### src/rtl/core/cau_cell.sv
// one restoring-division cell: one quotient bit for both result parts per stage
// depends on nothing; instantiated in a row by complex_arithmetic_unit
`timescale 1ns / 1ps
module cau_cell #(
  parameter int unsigned DW = 64,
  parameter int unsigned QW = 81,
  parameter int unsigned XW = 71
) (
  input  logic          clk_i,
  input  logic          rst_ni,
  input  logic          valid_i,
  input  logic [DW-1:0] d_i,
  input  logic [QW-1:0] n_re_i,
  input  logic [QW-1:0] n_im_i,
  input  logic [DW-1:0] r_re_i,
  input  logic [DW-1:0] r_im_i,
  input  logic [QW-1:0] q_re_i,
  input  logic [QW-1:0] q_im_i,
  input  logic [XW-1:0] side_i,
  output logic          valid_o,
  output logic [DW-1:0] d_o,
  output logic [QW-1:0] n_re_o,
  output logic [QW-1:0] n_im_o,
  output logic [DW-1:0] r_re_o,
  output logic [DW-1:0] r_im_o,
  output logic [QW-1:0] q_re_o,
  output logic [QW-1:0] q_im_o,
  output logic [XW-1:0] side_o
);

  logic [DW:0]   t_re, t_im, dif_re, dif_im;
  logic          ge_re, ge_im;
  logic [DW-1:0] r_re_d, r_im_d;

  always_comb begin
    t_re   = {r_re_i, n_re_i[QW-1]};
    t_im   = {r_im_i, n_im_i[QW-1]};
    ge_re  = t_re >= {1'b0, d_i};
    ge_im  = t_im >= {1'b0, d_i};
    dif_re = t_re - {1'b0, d_i};
    dif_im = t_im - {1'b0, d_i};
    r_re_d = ge_re ? dif_re[DW-1:0] : t_re[DW-1:0];
    r_im_d = ge_im ? dif_im[DW-1:0] : t_im[DW-1:0];
  end

  always_ff @(posedge clk_i or negedge rst_ni) begin
    if (!rst_ni) begin
      valid_o <= 1'b0;
    end else begin
      valid_o <= valid_i;
    end
  end

  always_ff @(posedge clk_i) begin
    d_o    <= d_i;
    n_re_o <= {n_re_i[QW-2:0], 1'b0};
    n_im_o <= {n_im_i[QW-2:0], 1'b0};
    r_re_o <= r_re_d;
    r_im_o <= r_im_d;
    q_re_o <= {q_re_i[QW-2:0], ge_re};
    q_im_o <= {q_im_i[QW-2:0], ge_im};
    side_o <= side_i;
  end

endmodule

### config.mk
export PLATFORM = sky130hd
export DESIGN_NAME = cau_cell
export DESIGN_NICKNAME = d
export VERILOG_FILES = /design/src/rtl/core/cau_cell.sv
export SDC_FILE = /design/constraint.sdc
export NUM_CORES = 1
export LEC_CHECK = 0
export BUFFER_PORTS_ARGS = -buffer_cell sky130_fd_sc_hd__buf_2
export CAP_MARGIN = 10
export CORE_AREA = 5 5 462 464
export DETAILED_ROUTE_END_ITERATION = 16
export DIE_AREA = 0 0 467 469
export PLACE_DENSITY_LB_ADDON = 0.05
export SYNTH_ARGS = -nofsm -noshare
export SYNTH_HDL_FRONTEND = slang
export SYNTH_SLANG_ARGS = --single-unit
### constraint.sdc
create_clock -name clk_i -period 0.8 [get_ports clk_i]
set_clock_uncertainty 0.1 [all_clocks]
set_input_delay 0.16 -clock clk_i [delete_from_list [all_inputs] [get_ports clk_i]]
set_output_delay 0.16 -clock clk_i [all_outputs]
set_load 0.02 [all_outputs]
==> results of run 1 <==
[state kept, by name, summed over array words and instances (netlist names)]
signal,count
d_o,64
n_im_o,80
n_re_o,80
q_im_o,81
q_re_o,81
r_im_o,64
r_re_o,64
side_o,71
valid_o,1
[area by class of cell]
cell class | count | area share (%)
repair buffers | 2786 | 42.1
clock inverters | 39 | 1.09
well taps | 2805 | 6.98
flip-flops and latches | 586 | 23.4
multi-input cells | 1299 | 20.6
inverters | 104 | 0.980
clock buffers | 112 | 4.65
diodes | 30 | 0.149
[cells by family (layout without fill, tap and decap cells)]
logic type	count (synthesis)	in the layout	synth area share [%]
XOR/XNOR	110	110	4.59
adder cells (fa/ha/maj)	130	130	7.82
AO/OA/AOI/OAI	562	562	16.6
other	1	32	0.0179
flip-flops	586	586	55.9
multiplexers	19	19	1.01
buffers and inverters	181	3041	3.42
AND/OR/NAND/NOR	476	476	10.7
[worst paths after layout]
path | from | to | slack [ns] | cells past startpoint
max in group asynchronous | rst_ni | valid_o$_DFF_PN0_ | 0.50 | 2
setup / recovery | n_re_i[80] | r_re_o[60]$_DFF_P_ | -1.80 | 16
hold / removal | d_i[2] | d_o[2]$_DFF_P_ | -0.54 | 1
min in group asynchronous | rst_ni | valid_o$_DFF_PN0_ | 0 | 2
[synth_stat cells, types with 15 or more instances]
cell and number:
sky130_fd_sc_hd__dfxtp_1 585, sky130_fd_sc_hd__a21oi_1 218, sky130_fd_sc_hd__nand2_1 164, sky130_fd_sc_hd__ha_1 128, sky130_fd_sc_hd__nor2_1 123, sky130_fd_sc_hd__inv_1 102, sky130_fd_sc_hd__o21ai_0 91, sky130_fd_sc_hd__xnor2_1 63
sky130_fd_sc_hd__clkbuf_1 54, sky130_fd_sc_hd__xor2_1 47, sky130_fd_sc_hd__a21o_1 46, sky130_fd_sc_hd__o21ai_1 45, sky130_fd_sc_hd__nand4_1 40, sky130_fd_sc_hd__nand3_1 32, sky130_fd_sc_hd__o21bai_1 28, sky130_fd_sc_hd__nand2b_1 19
sky130_fd_sc_hd__mux2_2 17, sky130_fd_sc_hd__a211oi_1 16, sky130_fd_sc_hd__and2_1 16, sky130_fd_sc_hd__nor3_1 16, sky130_fd_sc_hd__o21a_1 15
[per-layer routing]
metal  up-vias  share of wire, %  GRT usage, %
met5         -              0.13             0
met4        32               3.9          5.66
met3       277               6.0          3.89
met2       845                52          27.4
met1     12200                38          15.7
li1      12900                 -             -
[power groups by stage]
stage | Clock (mW) | Sequential [mW] | Combinational, mW
final | 39.6 | 32.8 | 29.4
after global routing | 42.6 | 33.1 | 31.7
after CTS | 41.9 | 32.9 | 28.9
after detailed placement | 0 | 33.4 | 24.2
after global placement | 0 | 33.5 | 24.5
after floorplan | 0 | 36.5 | 6.96
[metrics by stage]
stage,power (mW),hold slack (ns)
after global routing,107,-0.607
final,102,-0.542
after CTS,104,-0.623
after detailed placement,57.6,-0.118
after global placement,58.0,-0.118
after floorplan,43.5,-0.236
[repair_timing]
action,in CTS,in global routing
resized for setup,221,216
endpoints found under the hold margin,585,96
setup buffers,18,29
cloned,2,9
setup endpoints to repair,716,935
pin swaps,41,78
hold buffers,869,23
==> flow_summary.rst, run 1 <==
.. list-table::
   :header-rows: 1

   * - Metric
     - Value
   * - Outcome
     - finished, violations left
   * - Violations in the final reports
     - negative hold slack, negative setup slack
   * - Yosys reg bits
     - 586
   * - Number of synthesized flops with an enable pin
     - 0
   * - Endpoint class of the critical path
     - register
   * - Width of the die
     - 467 microns
   * - Async S/R FF share, synth
     - 0.171%
   * - Clock buffer depth
     - 3
   * - Slowest library cell on the worst path
     - sky130_fd_sc_hd__a2111o_1
   * - Cell area power density
     - 2020 mW/mm^2
   * - Clock network power share
     - 38.9%
   * - Class of the most critical hold timing path
     - primary input to register
   * - Achievable Freq
     - 385 MHz
   * - Slack of the critical path
     - -1.80 ns
   * - Shortest clock period the worst path allows after layout
     - 2.60 ns
   * - Crit-path max cell delay
     - 0.45 ns
   * - Fraction of synthesized cell area taken by the top area cell type
     - 55.8%
   * - Synth area leader
     - sky130_fd_sc_hd__dfxtp_1
   * - Clock transition time at the flip-flop clock pins of the worst setup and hold paths
     - 0.05 ns
   * - Wirelength, routed
     - 171 mm
   * - Half-perimeter wire length of the detailed placement result
     - 142 mm
   * - Switching power share of the total
     - 32.3%
   * - Core area
     - 0.209 sq mm
   * - Fin Hold WS
     - -0.542 ns
   * - DR DRC count
     - 0
   * - Critical path start-end classification
     - primary input to register
   * - Critical Path Most Common Cell
     - sky130_fd_sc_hd__o211ai_1
   * - Number of distinct library cell variants in the gate-level netlist after synthesis
     - 79
   * - Internal power
     - 68.9 mW
   * - Cell area after placement
     - 0.0360 sq mm
   * - Pins Over Slew Limit
     - 0
   * - Number of vias after detailed routing
     - 26,200
   * - Clock buffer count from CTS
     - 85
   * - Total negative slack for setup checks
     - -624.29 ns
   * - Final cycle utilization of the critical path
     - 325%
   * - Family of cells with the greatest summed delay on the critical path
     - compound AO/OA/AOI/OAI gates
   * - Fraction of the core area covered by cells at the end of the flow
     - 24.1%
   * - Critical Path RT
     - 1.33 ns
   * - Final Wtd Congestion
     - 0.767
   * - Worst slew margin
     - 63.2%
   * - Area added between synthesis and finish
     - 140%
   * - Clock Sinks
     - 586
   * - Total of max-cap violations
     - 0
   * - Final design instance area without fill
     - 0.0503 sq mm
   * - Leakage power
     - 22.8 nW
   * - Critical-path cell list
     - buf_8, inv_4, ha_4, buf_6, fa_2, nand2b_4, a21oi_4, o31a_1, o21ai_2, a31oi_2, o21a_1, buf_12, o211ai_1, nand2_2, a2111o_1, o211ai_1
   * - Largest net degree at the start of global routing
     - 30
   * - Transition time at the pin with the least slew margin
     - 0.547 ns
   * - Setup repair after global routing missed its margin
     - true
   * - Combinational share of power
     - 28.9%
   * - TritonCTS clock tree
     - done
   * - Die area
     - 0.219 sq mm
   * - Area of all sequential standard cells
     - 0.0118 sq mm
   * - Ratio of cells with drive above 1 in the final layout
     - 47.9%
   * - Most common cell after layout, fill and taps aside
     - sky130_fd_sc_hd__buf_2
   * - Starting density of the core
     - 10.1%
   * - Ys flop type
     - sky130_fd_sc_hd__dfxtp_1
   * - Top fanout value on the critical path
     - 6
   * - Layout net count
     - 5,582
   * - Remaining Overflow, GRT
     - 0
   * - Clock root buffer
     - sky130_fd_sc_hd__clkbuf_16
   * - Critical Path AT
     - 3.13 ns
   * - Antenna violations before repair
     - 92
   * - Number of nets still failing antenna checks after routing
     - 0
   * - Number of cells in the design after placement
     - 6,639
   * - # setup viols final
     - 1,060
   * - Total buffers and inverters traversed by the critical path
     - 4
   * - Global-route wire length before repair
     - 224 mm
   * - DRC violation total after the first TritonRoute iteration
     - 791
   * - Top library cells by usage in the layout, fill and taps aside
     - sky130_fd_sc_hd__buf_2, sky130_fd_sc_hd__dlygate4sd3_1, sky130_fd_sc_hd__buf_4, sky130_fd_sc_hd__dfxtp_1, sky130_fd_sc_hd__a21oi_1
   * - Portion of the post-synthesis area used by sequential elements
     - 55.9%
   * - Final hold violation count
     - 51
   * - Area contributors post-synth
     - sky130_fd_sc_hd__dfxtp_1, sky130_fd_sc_hd__ha_1, sky130_fd_sc_hd__a21oi_1
   * - Number of fillers in the final layout
     - 23,000
   * - Startpoint type of the worst setup path
     - primary input
   * - Gate Count Post-Synth
     - 2,065
   * - Syn Std Cell Area
     - 0.0210 sq mm
   * - Area of the multi-input gates
     - 0.0104 sq mm
   * - Net switching power
     - 32.9 mW
   * - Power share of the sequential group
     - 32.2%
   * - Buffers added on ports
     - 1,173
   * - Row cnt
     - 168
   * - GRT Overall Usage
     - 14.7%
   * - Total number of H-tree levels
     - 3
   * - Via count of the first global-routing pass
     - 28,000
   * - Average via count per standard cell
     - 3.37
   * - Number of primary I/O pins
     - 1,178
   * - Routed wirelength normalized by instance count
     - 22.0 microns
   * - Worst slack, placed
     - -2.83 ns
   * - Largest vdd supply drop
     - 0.00153 V
   * - Vertical extent of the die
     - 469 microns
   * - Synth Area per Inst
     - 10.2 sq um
   * - Drt pass-1 iters
     - 5
   * - Number of standard cells in the final layout excluding fillers
     - 7,761
   * - Ys Warns
     - 0
(Power assumes the default switching activity.)
==> run 2, diff against run 1 <==
MAX_ROUTING_LAYER = met4   (was not set)
PLACE_DENSITY_LB_ADDON = not set   (was 0.05)
==> run 2 against run 1 <==
  * Combinational power rose by 5%
  * The flow still finishes with violations (negative hold slack, negative setup slack)
  * Critical path depth fell by 1
  * First-iteration DRC count rose by 56%
  * Non-clock buffer count fell by 248
  * Via count rose by 2.0%
==> flow_summary.rst, run 2 (same netlist as run 1, synthesis figures left out) <==
.. list-table::
   :header-rows: 1

   * - Metric
     - Value
   * - Outcome
     - finished, violations left
   * - Violations in the final reports
     - negative hold slack, negative setup slack
   * - # setup viols final
     - 806
   * - Number of cells in the design after placement
     - 6,621
   * - Number of nets still failing antenna checks after routing
     - 0
   * - Largest net degree at the start of global routing
     - 24
   * - Average via count per standard cell
     - 3.55
   * - Cell area power density
     - 2050 mW/mm^2
   * - Critical Path AT
     - 3.14 ns
   * - Clock transition time at the flip-flop clock pins of the worst setup and hold paths
     - 0.06 ns
   * - Final Wtd Congestion
     - 0.943
   * - Crit-path max cell delay
     - 0.55 ns
   * - Slowest library cell on the worst path
     - sky130_fd_sc_hd__or4_1
   * - Most common cell after layout, fill and taps aside
     - sky130_fd_sc_hd__buf_2
   * - Clock buffer count from CTS
     - 73
   * - Via count of the first global-routing pass
     - 27,800
   * - Total number of H-tree levels
     - 3
   * - Top library cells by usage in the layout, fill and taps aside
     - sky130_fd_sc_hd__buf_2, sky130_fd_sc_hd__dlygate4sd3_1, sky130_fd_sc_hd__buf_4, sky130_fd_sc_hd__dfxtp_1, sky130_fd_sc_hd__a21oi_1
   * - Endpoint class of the critical path
     - register
   * - Final hold violation count
     - 25
   * - Cell area after placement
     - 0.0365 sq mm
   * - Die area
     - 0.219 sq mm
   * - Final cycle utilization of the critical path
     - 335%
   * - Number of primary I/O pins
     - 1,178
   * - Total of max-cap violations
     - 0
   * - Total negative slack for setup checks
     - -600.72 ns
   * - Ratio of cells with drive above 1 in the final layout
     - 50.1%
   * - Clock root buffer
     - sky130_fd_sc_hd__clkbuf_16
   * - Leakage power
     - 21.9 nW
   * - Global-route wire length before repair
     - 235 mm
   * - Width of the die
     - 467 microns
   * - Drt pass-1 iters
     - 5
   * - Area added between synthesis and finish
     - 131%
   * - Layout net count
     - 5,322
   * - Fin Hold WS
     - -0.502 ns
   * - Family of cells with the greatest summed delay on the critical path
     - compound AO/OA/AOI/OAI gates
   * - Half-perimeter wire length of the detailed placement result
     - 148 mm
   * - Largest vdd supply drop
     - 0.00216 V
   * - Number of fillers in the final layout
     - 22,300
   * - Clock Sinks
     - 586
   * - Total buffers and inverters traversed by the critical path
     - 4
   * - Shortest clock period the worst path allows after layout
     - 2.68 ns
   * - Critical Path Most Common Cell
     - sky130_fd_sc_hd__a21oi_4
   * - Buffers added on ports
     - 1,173
   * - Number of vias after detailed routing
     - 26,700
   * - Wirelength, routed
     - 182 mm
   * - Final design instance area without fill
     - 0.0484 sq mm
   * - TritonCTS clock tree
     - done
   * - Critical-path cell list
     - buf_8, inv_6, buf_6, ha_4, a21o_1, a21oi_4, a21oi_4, buf_4, o211ai_1, and3_4, o31a_1, o22a_4, o221ai_4, or4_1, a31o_2
   * - Clock buffer depth
     - 3
   * - Top fanout value on the critical path
     - 5
   * - Setup repair after global routing missed its margin
     - true
   * - Slack of the critical path
     - -1.88 ns
   * - Vertical extent of the die
     - 469 microns
   * - Transition time at the pin with the least slew margin
     - 0.641 ns
   * - DR DRC count
     - 0
   * - Critical Path RT
     - 1.26 ns
   * - Row cnt
     - 168
   * - GRT Overall Usage
     - 16.1%
   * - Largest registers ranked by flip-flop count
     - q_im_o (81), q_re_o (81)
   * - Critical path start-end classification
     - primary input to register
   * - Class of the most critical hold timing path
     - primary input to register
   * - Routed wirelength normalized by instance count
     - 24.2 microns
   * - Pins Over Slew Limit
     - 0
   * - Number of standard cells in the final layout excluding fillers
     - 7,524
   * - DRC violation total after the first TritonRoute iteration
     - 1,235
   * - Starting density of the core
     - 10.1%
   * - Core area
     - 0.209 sq mm
   * - Remaining Overflow, GRT
     - 0
   * - Achievable Freq
     - 374 MHz
   * - Startpoint type of the worst setup path
     - primary input
   * - Antenna violations before repair
     - 128
   * - Worst slew margin
     - 57.1%
[run 2: path summary, 6_finish.rpt]
path | endpoint | slack (ns) | cells past startpoint | start
max in group asynchronous | valid_o$_DFF_PN0_ | 0.16 | 3 | rst_ni
hold / removal | d_o[4]$_DFF_P_ | -0.50 | 1 | d_i[4]
min in group asynchronous | valid_o$_DFF_PN0_ | 0.33 | 3 | rst_ni
setup / recovery | r_im_o[63]$_DFF_P_ | -1.88 | 15 | d_i[3]
[run 2: report_power, final]
group	total (mW)	internal (mW)	switching (mW)
Combinational	30.9	14.4	16.5
Sequential	33.1	31.9	1.27
Clock	35.1	20.2	14.9
[run 2: what timing repair did]
action	CTS	global route
gates cloned	12	3
resized for setup	305	128
endpoints found under the setup margin	716	806
hold buffers	628	24
setup buffers	30	20
pin swaps	92	47
hold endpoints to repair	585	170
[run 2: layout make-up]
type | count | area (sq um) | area share (%)
clock inverters | 39 | 467 | 0.964
repair buffers | 2538 | 19600 | 40.5
diodes | 61 | 153 | 0.315
multi-input cells | 1299 | 10400 | 21.5
clock buffers | 92 | 2030 | 4.19
inverters | 104 | 484 | 1.00
well taps | 2805 | 3510 | 7.25
flip-flops and latches | 586 | 11700 | 24.3
[run 2: layer usage]
| layer | track usage (%) | up-vias | part of all wire (%) |
|---|---|---|---|
| met5 | - | - | 0 |
| met4 | 10.5 | 0 | 7.9 |
| met3 | 4.39 | 425 | 7.2 |
| met2 | 28.2 | 1213 | 50 |
| met1 | 15.6 | 12700 | 35 |
| li1 | - | 12400 | - |
[run 2: through the flow]
stage	total power, mW	utilization [%]	setup WS (ns)
floorplan	43.5	-	-2.04
global placement	59.2	17.5	-3.25
detailed placement	59.2	17.5	-3.25
CTS	100	22.7	-1.88
global route	104	23.2	-1.89
finish	99.2	23.2	-1.88
==> run 3, diff against run 2 <==
CORE_AREA = 5 5 459 461   (was 5 5 462 464)
DIE_AREA = 0 0 464 466   (was 0 0 467 469)
SKIP_LAST_GASP = 1   (was not set)
==> run 3 against run 2 <==
  * The run still ends with negative hold slack, negative setup slack left
  * Worst setup slack lost 0.033 ns
  * Via count grew 3.7%
  * Largest cell class unchanged
  * Highest routed layer unchanged
  * Global-route usage grew 0.49 points
  * First-iteration DRC count grew 14%
  * Critical path depth grew 1
  * Core utilization grew 1.3 points
  * Critical path type unchanged
  * Die area shrank 1.3%
  * Wire length grew 1.2%
==> flow_summary.rst, run 3 (same netlist as run 1, synthesis figures left out) <==
.. list-table::
   :header-rows: 1

   * - Metric
     - Value
   * - Outcome
     - finished, violations left
   * - Violations in the final reports
     - negative hold slack, negative setup slack
   * - Drt pass-1 iters
     - 7
   * - Half-perimeter wire length of the detailed placement result
     - 144 mm
   * - Ratio of cells with drive above 1 in the final layout
     - 48.1%
   * - Worst slack, placed
     - -2.90 ns
   * - Buffers added on ports
     - 1,173
   * - Area of the multi-input gates
     - 0.0104 sq mm
   * - Top fanout value on the critical path
     - 8
   * - Endpoint class of the critical path
     - register
   * - Worst slew margin
     - 62.1%
   * - Core area
     - 0.206 sq mm
   * - Most common cell after layout, fill and taps aside
     - sky130_fd_sc_hd__buf_2
   * - Achievable Freq
     - 369 MHz
   * - Width of the die
     - 464 microns
   * - Area added between synthesis and finish
     - 140%
   * - DR DRC count
     - 0
   * - Antenna violations before repair
     - 118
   * - Wirelength, routed
     - 184 mm
   * - Final cycle utilization of the critical path
     - 339%
   * - Fraction of the core area covered by cells at the end of the flow
     - 24.5%
   * - Layout net count
     - 5,535
   * - Area of all sequential standard cells
     - 0.0117 sq mm
   * - TritonCTS clock tree
     - done
   * - Number of standard cells in the final layout excluding fillers
     - 7,635
   * - Class of the most critical hold timing path
     - primary input to register
   * - Via count of the first global-routing pass
     - 28,900
   * - Row cnt
     - 167
   * - Number of primary I/O pins
     - 1,178
   * - Cell area after placement
     - 0.0363 sq mm
   * - Remaining Overflow, GRT
     - 0
   * - Number of cells in the design after placement
     - 6,517
   * - Final Wtd Congestion
     - 0.984
   * - Top library cells by usage in the layout, fill and taps aside
     - sky130_fd_sc_hd__buf_2, sky130_fd_sc_hd__dlygate4sd3_1, sky130_fd_sc_hd__buf_4, sky130_fd_sc_hd__dfxtp_1, sky130_fd_sc_hd__a21oi_1
   * - Clock buffer depth
     - 3
   * - Number of nets still failing antenna checks after routing
     - 0
   * - Largest net degree at the start of global routing
     - 27
   * - GRT Overall Usage
     - 16.6%
   * - Fin Hold WS
     - -0.516 ns
   * - Overall power after layout
     - 101 mW
   * - Number of fillers in the final layout
     - 21,800
   * - Global-route wire length before repair
     - 241 mm
   * - Critical path start-end classification
     - primary input to register
   * - Cell area power density
     - 2010 mW/mm^2
   * - Largest vdd supply drop
     - 0.00150 V
   * - Final hold violation count
     - 29
   * - Clock buffer count from CTS
     - 76
   * - Total number of H-tree levels
     - 3
   * - Die area
     - 0.216 sq mm
   * - DRC violation total after the first TritonRoute iteration
     - 1,404
   * - Setup repair after global routing missed its margin
     - true
   * - Vertical extent of the die
     - 466 microns
   * - Total negative slack for setup checks
     - -643.39 ns
   * - Critical Path AT
     - 3.20 ns
   * - Largest registers ranked by flip-flop count
     - q_im_o (81), q_re_o (81)
   * - # setup viols final
     - 1,004
   * - Leakage power
     - 22.9 nW
   * - Transition time at the pin with the least slew margin
     - 0.566 ns
   * - Starting density of the core
     - 10.2%
   * - Average via count per standard cell
     - 3.63
   * - Clock Sinks
     - 586
   * - Startpoint type of the worst setup path
     - primary input
   * - Total of max-cap violations
     - 0
   * - Critical Path RT
     - 1.29 ns
   * - Pins Over Slew Limit
     - 0
   * - Routed wirelength normalized by instance count
     - 24.1 microns
   * - Final design instance area without fill
     - 0.0504 sq mm
   * - Shortest clock period the worst path allows after layout
     - 2.71 ns
   * - Clock root buffer
     - sky130_fd_sc_hd__clkbuf_16
   * - Clock transition time at the flip-flop clock pins of the worst setup and hold paths
     - 0.06 ns
   * - Number of vias after detailed routing
     - 27,700
   * - Slack of the critical path
     - -1.91 ns
==> run 3: cell types whose count changed in the layout (fill, tap and decap cells not counted), sizes merged <==
cell         delta
diode           -5
buf             +8
clkbuf          +9
dlygate4sd3   +200
clkinv          +4
clkinvlp        -4
bufinv          -1
inv             +3
bufbuf          -2
==> run 3: final cells by class <==
class                      instances  share of cell area [%]
timing repair buffer            2748                    43.0
sequential                       586                    23.3
multi-input combinational       1299                    20.6
tap                             2704                    6.72
clock buffer                      97                    4.13
clock inverter                    41                    1.02
inverter                         104                   0.929
antenna                           56                   0.278
==> run 3: final timing paths <==
| check | startpoint | to | slack, ns | depth (start not counted) |
|---|---|---|---|---|
| setup / recovery | r_im_i[0] | r_im_o[62]$_DFF_P_ | -1.91 | 16 |
| hold / removal | d_i[0] | d_o[0]$_DFF_P_ | -0.52 | 1 |
| max in group asynchronous | rst_ni | valid_o$_DFF_PN0_ | 0.43 | 2 |
| min in group asynchronous | rst_ni | valid_o$_DFF_PN0_ | 0.08 | 2 |
==> run 3: power breakdown <==
| part | total, mW | switching (mW) | internal [mW] |
|---|---|---|---|
| registers | 33.4 | 1.52 | 31.8 |
| logic | 31.6 | 16.4 | 15.1 |
| clock network | 36.2 | 15.7 | 20.5 |
| total | 101 | 33.7 | 67.4 |
==> run 3: routing by layer <==
metal / GRT usage (%) / vias to the layer above / share of wire, %
li1: - / 12800 / -
met5: - / - / 0
met1: 15.9 / 13200 / 35
met3: 4.83 / 420 / 7.1
met4: 10.4 / 0 / 7.4
met2: 29.3 / 1277 / 51
==> run 3: what timing repair did <==
action	CTS	global route
gates resized for setup	210	194
buffers inserted	31	29
endpoints found under the hold margin	585	71
cloned	15	6
pin swaps	48	60
endpoints found under the setup margin	716	1004
hold buffers	818	37
==> run 3: worst max-delay path: stages <==
cell	delay, ns
sky130_fd_sc_hd__buf_4	0.14
sky130_fd_sc_hd__ha_4	0.26
sky130_fd_sc_hd__nor2b_4	0.19
sky130_fd_sc_hd__o2111ai_4	0.15
sky130_fd_sc_hd__a21oi_4	0.33
sky130_fd_sc_hd__buf_6	0.15
sky130_fd_sc_hd__o2111ai_4	0.14
sky130_fd_sc_hd__a211oi_4	0.32
sky130_fd_sc_hd__buf_12	0.15
sky130_fd_sc_hd__o21ai_4	0.07
sky130_fd_sc_hd__a31oi_4	0.18
sky130_fd_sc_hd__a31oi_4	0.15
sky130_fd_sc_hd__clkinv_8	0.13
sky130_fd_sc_hd__buf_12	0.16
sky130_fd_sc_hd__buf_16	0.16
sky130_fd_sc_hd__mux2_2	0.33
